[config.mk]
export PLATFORM = sky130hd
export DESIGN_NAME = imu_datagram_field_extractor_unit
export DESIGN_NICKNAME = d
export VERILOG_FILES = /design/src/rtl/idfe_pkg.sv /design/src/rtl/imu_datagram_field_extractor_unit.sv
export SDC_FILE = /design/constraint.sdc
export NUM_CORES = 2
export LEC_CHECK = 0
export BUFFER_PORTS_ARGS = -buffer_cell sky130_fd_sc_hd__buf_2
export CORE_MARGIN = 1
export CORE_UTILIZATION = 46
export CTS_CLUSTER_DIAMETER = 150
export DETAILED_ROUTE_END_ITERATION = 7
export HOLD_SLACK_MARGIN = 0.12
export SKIP_LAST_GASP = 1
export SYNTH_ARGS = -nofsm -noshare
export SYNTH_HDL_FRONTEND = slang
export SYNTH_SLANG_ARGS = --single-unit
[constraint.sdc]
create_clock -name clk -period 10.1 [get_ports clk]
set_clock_uncertainty 0.15 [all_clocks]
set_input_delay 2.02 -clock clk [delete_from_list [all_inputs] [get_ports clk]]
set_output_delay 2.02 -clock clk [all_outputs]
set_load 0.01 [all_outputs]
[src/rtl/idfe_pkg.sv]
// Package for the IMU datagram field extractor: constants, types and position decode.
package idfe_pkg;

  // Packet length in bytes, header included
  localparam int PACKET_BYTES = 38;
  localparam int POS_W        = 6;

  // Register reset values
  localparam logic [7:0]  HEADER_RST       = 8'd147;
  localparam logic [31:0] RATE_GAIN_RST    = 32'd1171267;
  localparam logic [31:0] ACCEL_GAIN_RST   = 32'd20562277;
  localparam logic [31:0] INCLINE_GAIN_RST = 32'd2570554;

  // Register indexes (paddr[3:2])
  localparam logic [1:0] REG_HEADER  = 2'd0;
  localparam logic [1:0] REG_RATE    = 2'd1;
  localparam logic [1:0] REG_ACCEL   = 2'd2;
  localparam logic [1:0] REG_INCLINE = 2'd3;

  // Result kinds
  localparam logic KIND_FIELD = 1'b0;
  localparam logic KIND_SKIP  = 1'b1;

  // Byte phases within a 24-bit field
  localparam logic [1:0] PH_HI  = 2'd0;
  localparam logic [1:0] PH_MID = 2'd1;
  localparam logic [1:0] PH_LO  = 2'd2;

  // Sensor groups
  localparam logic [1:0] GRP_RATE    = 2'd0;
  localparam logic [1:0] GRP_ACCEL   = 2'd1;
  localparam logic [1:0] GRP_INCLINE = 2'd2;

  localparam logic [3:0] LAST_CHAN = 4'd8;

  // What a packet byte position means
  typedef struct packed {
    logic       hit;    // byte belongs to a measurement field
    logic [1:0] phase;  // which byte of the field
    logic [1:0] grp;    // sensor group
    logic [3:0] chan;   // channel number 0..8
  } pos_dec_t;

  function automatic pos_dec_t decode_pos(input logic [POS_W-1:0] p);
    pos_dec_t   d;
    logic [3:0] off;
    d   = '0;
    off = '0;
    if (p >= 6'd1 && p <= 6'd9) begin
      d.hit = 1'b1;
      d.grp = GRP_RATE;
      off   = 4'(p - 6'd1);
    end else if (p >= 6'd11 && p <= 6'd19) begin
      d.hit = 1'b1;
      d.grp = GRP_ACCEL;
      off   = 4'(p - 6'd11);
    end else if (p >= 6'd21 && p <= 6'd29) begin
      d.hit = 1'b1;
      d.grp = GRP_INCLINE;
      off   = 4'(p - 6'd21);
    end
    // offset 0..8 split into field and byte phase
    case (off)
      4'd0, 4'd3, 4'd6: d.phase = PH_HI;
      4'd1, 4'd4, 4'd7: d.phase = PH_MID;
      default:          d.phase = PH_LO;
    endcase
    d.chan = 4'({d.grp, 1'b0}) + 4'(d.grp) + ((off >= 4'd6) ? 4'd2 :
             (off >= 4'd3) ? 4'd1 : 4'd0);
    return d;
  endfunction

endpackage

[src/rtl/imu_datagram_field_extractor_unit.sv]
// IMU datagram field extractor: byte parser, field gather and fixed-point scaling.
//
// Accepts one serial byte per clock with no gaps needed. While hunting, every
// byte other than the header byte comes out as a skip beat (tuser=1, data zero);
// a header byte starts a packet of idfe_pkg::PACKET_BYTES bytes. The nine
// big-endian 24-bit fields come out as field beats, each on its third byte,
// with the raw value and floor(raw*gain/2^16) saturated to 33 bits. For a result
// beat, the parse result is captured in the parse register at the accepting
// edge, and from there it goes through the 24x33 multiplier and saturation
// into the output register once the output register can take it.
// The two stages hold up to two beats; in_tready drops only while both are
// full and out_tready is low. Other packet bytes produce no beat. The
// registers are written over the APB port at byte addresses 0 (header),
// 4 (rate gain), 8 (accel gain), 12 (incline gain) and should be changed only
// while the block is idle.
module imu_datagram_field_extractor_unit (
  input  logic        clk,
  input  logic        rst_n,
  // input stream
  input  logic        in_tvalid,
  output logic        in_tready,
  input  logic [7:0]  in_tdata,    // [7:0] data_byte
  // result stream
  output logic        out_tvalid,
  input  logic        out_tready,
  output logic [63:0] out_tdata,   // [3:0] channel, [27:4] raw_value, [60:28] scaled_value
  output logic        out_tuser,   // [0] kind
  output logic        out_tlast,   // last_field
  // configuration
  input  logic        cfg_psel,
  input  logic        cfg_penable,
  input  logic        cfg_pwrite,
  input  logic [3:0]  cfg_paddr,
  input  logic [31:0] cfg_pwdata,
  output logic [31:0] cfg_prdata,
  output logic        cfg_pready
);

  // Configuration registers
  logic [7:0]  header_r;
  logic [31:0] rate_gain_r, accel_gain_r, incline_gain_r;
  logic        cfg_wr;

  assign cfg_pready = 1'b1;
  assign cfg_wr     = cfg_psel & cfg_penable & cfg_pwrite & cfg_pready;

  always_ff @(posedge clk) begin
    if (!rst_n) begin
      header_r       <= idfe_pkg::HEADER_RST;
      rate_gain_r    <= idfe_pkg::RATE_GAIN_RST;
      accel_gain_r   <= idfe_pkg::ACCEL_GAIN_RST;
      incline_gain_r <= idfe_pkg::INCLINE_GAIN_RST;
    end else if (cfg_wr) begin
      unique case (cfg_paddr[3:2])
        idfe_pkg::REG_HEADER:  header_r       <= cfg_pwdata[7:0];
        idfe_pkg::REG_RATE:    rate_gain_r    <= cfg_pwdata;
        idfe_pkg::REG_ACCEL:   accel_gain_r   <= cfg_pwdata;
        idfe_pkg::REG_INCLINE: incline_gain_r <= cfg_pwdata;
        default: ;
      endcase
    end
  end

  // Register read mux
  always_comb begin
    unique case (cfg_paddr[3:2])
      idfe_pkg::REG_HEADER:  cfg_prdata = {24'd0, header_r};
      idfe_pkg::REG_RATE:    cfg_prdata = rate_gain_r;
      idfe_pkg::REG_ACCEL:   cfg_prdata = accel_gain_r;
      idfe_pkg::REG_INCLINE: cfg_prdata = incline_gain_r;
      default:               cfg_prdata = '0;
    endcase
  end

  // Pipeline handshake: parse stage s1, output register
  logic s1_valid_r, out_valid_r;
  logic out_adv, s1_adv, in_acc;

  assign out_adv   = !out_valid_r || out_tready;
  assign s1_adv    = !s1_valid_r || out_adv;
  assign in_tready = s1_adv;
  assign in_acc    = in_tvalid && in_tready;

  // Parser state
  logic                      in_packet_r, in_packet_nxt;
  logic [idfe_pkg::POS_W-1:0] pos_r, pos_nxt;
  logic [15:0]               pword_r, pword_nxt;

  // Parse result for the stage-1 register
  logic                  res_valid;
  logic                  res_kind;
  logic [3:0]            res_chan;
  logic signed [23:0]    res_raw;
  logic [31:0]           res_gain;
  idfe_pkg::pos_dec_t    dec;
  logic [idfe_pkg::POS_W-1:0] p;

  always_comb begin
    in_packet_nxt = in_packet_r;
    pos_nxt       = pos_r;
    pword_nxt     = pword_r;
    res_valid     = 1'b0;
    res_kind      = idfe_pkg::KIND_FIELD;
    res_chan      = '0;
    res_raw       = '0;
    res_gain      = '0;
    p             = pos_r + 1'b1;
    dec           = idfe_pkg::decode_pos(p);
    if (!in_packet_r) begin
      // hunting for the header
      if (in_tdata == header_r) begin
        in_packet_nxt = 1'b1;
        pos_nxt       = '0;
        pword_nxt     = '0;
      end else begin
        res_valid = 1'b1;
        res_kind  = idfe_pkg::KIND_SKIP;
      end
    end else begin
      pos_nxt = p;
      if (p >= idfe_pkg::POS_W'(idfe_pkg::PACKET_BYTES - 1)) in_packet_nxt = 1'b0;
      if (dec.hit) begin
        case (dec.phase)
          idfe_pkg::PH_HI:  pword_nxt = {8'd0, in_tdata};
          idfe_pkg::PH_MID: pword_nxt = {pword_r[7:0], in_tdata};
          default: begin
            res_valid = 1'b1;
            res_chan  = dec.chan;
            res_raw   = {pword_r, in_tdata};
            case (dec.grp)
              idfe_pkg::GRP_RATE:  res_gain = rate_gain_r;
              idfe_pkg::GRP_ACCEL: res_gain = accel_gain_r;
              default:             res_gain = incline_gain_r;
            endcase
          end
        endcase
      end
    end
  end

  always_ff @(posedge clk) begin
    if (!rst_n) begin
      in_packet_r <= 1'b0;
      pos_r       <= '0;
      pword_r     <= '0;
    end else if (in_acc) begin
      in_packet_r <= in_packet_nxt;
      pos_r       <= pos_nxt;
      pword_r     <= pword_nxt;
    end
  end

  // Stage 1 register
  logic               s1_kind_r;
  logic [3:0]         s1_chan_r;
  logic signed [23:0] s1_raw_r;
  logic [31:0]        s1_gain_r;

  always_ff @(posedge clk) begin
    if (!rst_n) begin
      s1_valid_r <= 1'b0;
    end else if (s1_adv) begin
      s1_valid_r <= in_acc && res_valid;
    end
  end

  always_ff @(posedge clk) begin
    if (in_acc && res_valid) begin
      s1_kind_r <= res_kind;
      s1_chan_r <= res_chan;
      s1_raw_r  <= res_raw;
      s1_gain_r <= res_gain;
    end
  end

  // Scale: floor(raw*gain/2^16), saturated to 33 bits signed
  logic signed [56:0] raw_ext, gain_ext, prod;
  logic signed [40:0] quot;
  logic signed [32:0] scaled;

  always_comb begin
    raw_ext  = 57'(s1_raw_r);
    gain_ext = $signed({25'd0, s1_gain_r});
    prod     = raw_ext * gain_ext;
    quot     = prod[56:16];
    if (quot[40:32] == {9{quot[40]}}) begin
      scaled = quot[32:0];
    end else if (quot[40]) begin
      scaled = {1'b1, 32'd0};
    end else begin
      scaled = {1'b0, {32{1'b1}}};
    end
  end

  // Output register
  logic               out_kind_r, out_last_r;
  logic [3:0]         out_chan_r;
  logic signed [23:0] out_raw_r;
  logic signed [32:0] out_scaled_r;

  always_ff @(posedge clk) begin
    if (!rst_n) begin
      out_valid_r <= 1'b0;
    end else if (out_adv) begin
      out_valid_r <= s1_valid_r;
    end
  end

  always_ff @(posedge clk) begin
    if (out_adv && s1_valid_r) begin
      out_kind_r   <= s1_kind_r;
      out_chan_r   <= s1_chan_r;
      out_raw_r    <= s1_raw_r;
      out_scaled_r <= scaled;
      out_last_r   <= (s1_kind_r == idfe_pkg::KIND_FIELD) &&
                      (s1_chan_r == idfe_pkg::LAST_CHAN);
    end
  end

  assign out_tvalid = out_valid_r;
  assign out_tdata  = {3'd0, out_scaled_r, out_raw_r, out_chan_r};
  assign out_tuser  = out_kind_r;
  assign out_tlast  = out_last_r;

endmodule
==> metrics.csv <==
stage,metric,value,unit
status,run status,"finished, final reports clean",
floorplanning,Core ar.,78000,um2
synth,number of instances in the synthesized netlist,3944,
synth,sequential-to-total area share from yosys stat,17.3,%
finish,post-route core utilization,50.1,%
critical_path,Critical Path Sink Type,register,
detailed_routing,post-DR wirelength/cell,20.9,um
timing,setup repair after global routing missed its margin,false,
detailed_routing,number of DRC violations after detailed routing,0,
timing,"Hold Violations, Final",0,
power,combinational power share,73.9,%
detailed_routing,DR iter-0 viols,1686,
detailed_routing,detailed-route wire length,105000,um
synth,yosys synthesis warning count,0,
detailed_routing,DR vias,27000,
run,max-cap viol count,0,
global_routing,via count of the first global-routing pass,28100,
critical_path,CP dominant cell by count,sky130_fd_sc_hd__fa_1,
placed_design,I/O Buffers,145,
power,static leakage power,18.1,nW
synth,number of flip-flops and latches in the synthesized netlist,253,
timing,Fmax,108,MHz
global_routing,pin count of the biggest net entering global routing,89,
global_routing,GRT Overall Usage,26.4,%
critical_path,Crit-path slowest cell,sky130_fd_sc_hd__edfxtp_1,
critical_path,type of the worst setup path,reg2reg,
global_routing,wire length of the first global-routing pass,164000,um
power,sequential power share,14.4,%
floorplanning,number of rows in the core area,102,
finish,net total in the final layout,4899,
critical_path,startpoint kind of the worst setup timing path,register,
floorplanning,number of placed I/O pins,152,
synth,area of the mapped netlist,36400,um2
clocking,register clock-pin slew on the reported worst setup and hold paths,0.06,ns
power,Clk pwr share,11.7,%
clocking,maximum buffer depth of the clock tree,3,
clocking,Clock Sink Count,253,
finish,Area growth syn-to-layout,7.31,%
synth,biggest area consumer among synthesized cells,sky130_fd_sc_hd__fa_1,
timing,Total Neg Setup Slack,0,ns
timing,headroom to the max-slew limit,13.1,%
detailed_routing,Vias/cell,5.37,
clocking,Resized cells post-CTS,0,
clocking,CTS tree,done,
timing,final max-slew violation count,0,
synth,"FFs w/ async S/R, synth",0,%
power,Pint,4.18,mW
clocking,H-Tree Level Count,1,
clocking,root buffer cell,sky130_fd_sc_hd__clkbuf_16,
synth,number of unique standard cell types used by synthesis,83,
synth,number of flops mapped to enable cells by yosys,124,
finish,number of diodes added for antenna fixing,0,
detailed_routing,remaining number of nets flagged by the antenna check after routing,0,
synth,top_reg_cell synth,sky130_fd_sc_hd__dfxtp_1,
clocking,TritonCTS buffer count,29,
global_routing,initial antenna violation count,0,
detailed_routing,First-pass DRT Iterations,5,
clocking,count of hold buffers inserted by post-cts repair,0,
clocking,clk_lat worst skew,0.62,ns
global_routing,GR Overflow Total,0,
min_path,Tightest Hold Check Type,reg2reg,
critical_path,stage delay of the slowest cell on the critical path,1.08,ns
timing,post-layout minimum cycle time,9.28,ns
floorplanning,initial cell density of the core,46.7,%
critical_path,Critical Path AT,9.48,ns
floorplanning,die width,283,um
critical_path,family with the most delay on the worst path,adder cells,
power,net switching fraction of the power,53.0,%
timing,pin slew with the least headroom to its limit,1.30,ns
placed_design,RePlAce Congestion,0.888,
power,Net Sw Power,4.72,mW
critical_path,required time of the critical path,10.30,ns
floorplanning,Die Y-Extent,283,um
clocking,Post-CTS Setup Inserts,0,
critical_path,crit path cell chain,buf_4 > nand2_1 > fa_1 > fa_1 > inv_1 > fa_1 > fa_1 > fa_1 > fa_1 > inv_1 > fa_1 > inv_1 > ha_1 > nand2_1 > o21ai_0 > nor2b_1 > a21oi_1 > nand3_1 > a41oi_1 > o41ai_1 > xor2_1 > o41ai_4 > buf_4 > o31ai_1,
power,Pwr per Cell Area,228,nW/um2
critical_path,total buffers and inverters traversed by the critical path,5,
timing,setup violators final,0,
timing,post-route clock period utilization,91.9,%
synth,ranking of synthesized cells by area,"sky130_fd_sc_hd__fa_1, sky130_fd_sc_hd__edfxtp_1, sky130_fd_sc_hd__ha_1, sky130_fd_sc_hd__inv_1, sky130_fd_sc_hd__dfxtp_1",
critical_path,highest net fanout along the worst path,32,
synth,mean area per synthesized cell,9.24,um2
finish,fraction of layout cells with a size suffix above 1,9.29,%
floorplanning,floorplan die area,80300,um2
synth,top cell type's share of synthesized area,36.2,%
placed_design,placed wire-length estimate,78500,um
power,largest voltage drop on the vdd net,0.325,mV
flip-flops by register name (all words and copies together) (netlist names), 16 cells and up:
| signal | count |
|---|---|
| out_scaled_r | 33 |
| rate_gain_r | 32 |
| accel_gain_r | 32 |
| s1_gain_r | 32 |
| s1_raw_r | 24 |
| out_raw_r | 24 |
| incline_gain_r | 32 |
| pword_r | 16 |
through the flow:
stage               hold WS [ns]  total power [mW]  area, um2  cells  setup WS (ns)
floorplan                  0.267              6.05      36400   3946           2.54
global placement           0.302              7.87      38200   4978           1.05
detailed placement         0.310              7.89      38200   4978           1.00
CTS                        0.282              8.98      39100   5032          0.958
global route               0.316              9.70      39100   5032          0.508
finish                     0.315              8.91      39100   5032          0.819
layout make-up:
class	count	area, um2
timing repair buffer	230	1360
fill	7387	38900
clock inverter	9	75.1
multi-input combinational	2721	26500
clock buffer	45	846
sequential	253	6310
inverter	734	2760
tap	1040	1300
Yosys cell counts (all sizes together), types with 3 or more instances:
cell type and count:
mux2 25, nor3 19, nand2b 23, o211ai 8, a21oi 142, and2 391
and3 6, nand3 56, a41oi 4, edfxtp 124, or3 7, nor2 46
mux2i 3, dfxtp 129, ha 220, and4 3, fa 659, xnor2 27
a22oi 35, clkbuf 208, nand4 24, o21ai 56, nand2 677, a211oi 11
or2 4, inv 734, a221o 3, buf 30, o31ai 6, nor2b 33
nor4 6, o21a 15, o41ai 5, mux4 8, o21bai 13, a21boi 68
a22o 41, a21o 7, xor2 28, a31oi 6
final timing paths:
kind | startpoint | endpoint | slack, ns | cells after the start
worst min-delay path | pword_r[5] | pword_r[13] | 0.31 | 1
worst max-delay path | s1_raw_r[10] | out_scaled_r[8] | 0.82 | 24
worst min register to register | pword_r[5] | pword_r[13] | 0.31 | 1
worst max register to register | s1_raw_r[10] | out_scaled_r[8] | 0.82 | 24
cells by family after synthesis:
logic type      Yosys count  synth area share (%)
simple gates           1304                  17.3
buf+inv                 972                  10.3
fa+ha+maj               879                  43.8
compound gates          443                  8.65
flops                   253                  17.3
xor+xnor                 55                  1.37
mux                      36                  1.35
other cells               2                0.0206
per-layer routing:
layer	wire (um)	vias up	GRT usage [%]
met1	44100	13800	35.4
met4	4490	0	10.7
met2	50400	834	43.9
met3	5900	217	2.66
met5	0	-	0
li1	-	12200	-
worst register-to-register path: stages (launching register included):
cell and delay [ns]:
sky130_fd_sc_hd__edfxtp_1 1.08, sky130_fd_sc_hd__buf_4 0.38, sky130_fd_sc_hd__nand2_1 0.13, sky130_fd_sc_hd__fa_1 0.52
sky130_fd_sc_hd__fa_1 0.54, sky130_fd_sc_hd__inv_1 0.05, sky130_fd_sc_hd__fa_1 0.48, sky130_fd_sc_hd__fa_1 0.59
sky130_fd_sc_hd__fa_1 0.44, sky130_fd_sc_hd__fa_1 0.49, sky130_fd_sc_hd__inv_1 0.05, sky130_fd_sc_hd__fa_1 0.62
sky130_fd_sc_hd__inv_1 0.08, sky130_fd_sc_hd__ha_1 0.42, sky130_fd_sc_hd__nand2_1 0.08, sky130_fd_sc_hd__o21ai_0 0.51
sky130_fd_sc_hd__nor2b_1 0.20, sky130_fd_sc_hd__a21oi_1 0.05, sky130_fd_sc_hd__nand3_1 0.21, sky130_fd_sc_hd__a41oi_1 0.28
sky130_fd_sc_hd__o41ai_1 0.42, sky130_fd_sc_hd__xor2_1 0.24, sky130_fd_sc_hd__o41ai_4 0.36, sky130_fd_sc_hd__buf_4 0.47
sky130_fd_sc_hd__o31ai_1 0.17
power by group through the flow:
stage	sequential, mW	clock, mW	combinational, mW
global placement	1.30	0	6.57
finish	1.28	1.05	6.58
floorplan	1.28	0	4.77
CTS	1.28	1.07	6.63
global route	1.29	1.10	7.30
detailed placement	1.30	0	6.59
layout by cell type, fill, tap and decap left out, types with 28 or more instances in the layout:
| cell | count |
|---|---|
| sky130_fd_sc_hd__xor2_1 | 28 |
| sky130_fd_sc_hd__fa_1 | 659 |
| sky130_fd_sc_hd__nor2b_1 | 31 |
| sky130_fd_sc_hd__a21boi_0 | 68 |
| sky130_fd_sc_hd__nand3_1 | 54 |
| sky130_fd_sc_hd__buf_4 | 85 |
| sky130_fd_sc_hd__dfxtp_1 | 129 |
| sky130_fd_sc_hd__clkbuf_16 | 29 |
| sky130_fd_sc_hd__and2_1 | 389 |
| sky130_fd_sc_hd__a22o_1 | 41 |
| sky130_fd_sc_hd__inv_1 | 733 |
| sky130_fd_sc_hd__nand2_1 | 675 |
| sky130_fd_sc_hd__edfxtp_1 | 124 |
| sky130_fd_sc_hd__buf_2 | 145 |
| sky130_fd_sc_hd__ha_1 | 220 |
| sky130_fd_sc_hd__a21oi_1 | 114 |
| sky130_fd_sc_hd__a22oi_1 | 35 |
| sky130_fd_sc_hd__nor2_1 | 45 |
| sky130_fd_sc_hd__o21ai_0 | 43 |
(Power assumes the default switching activity.)
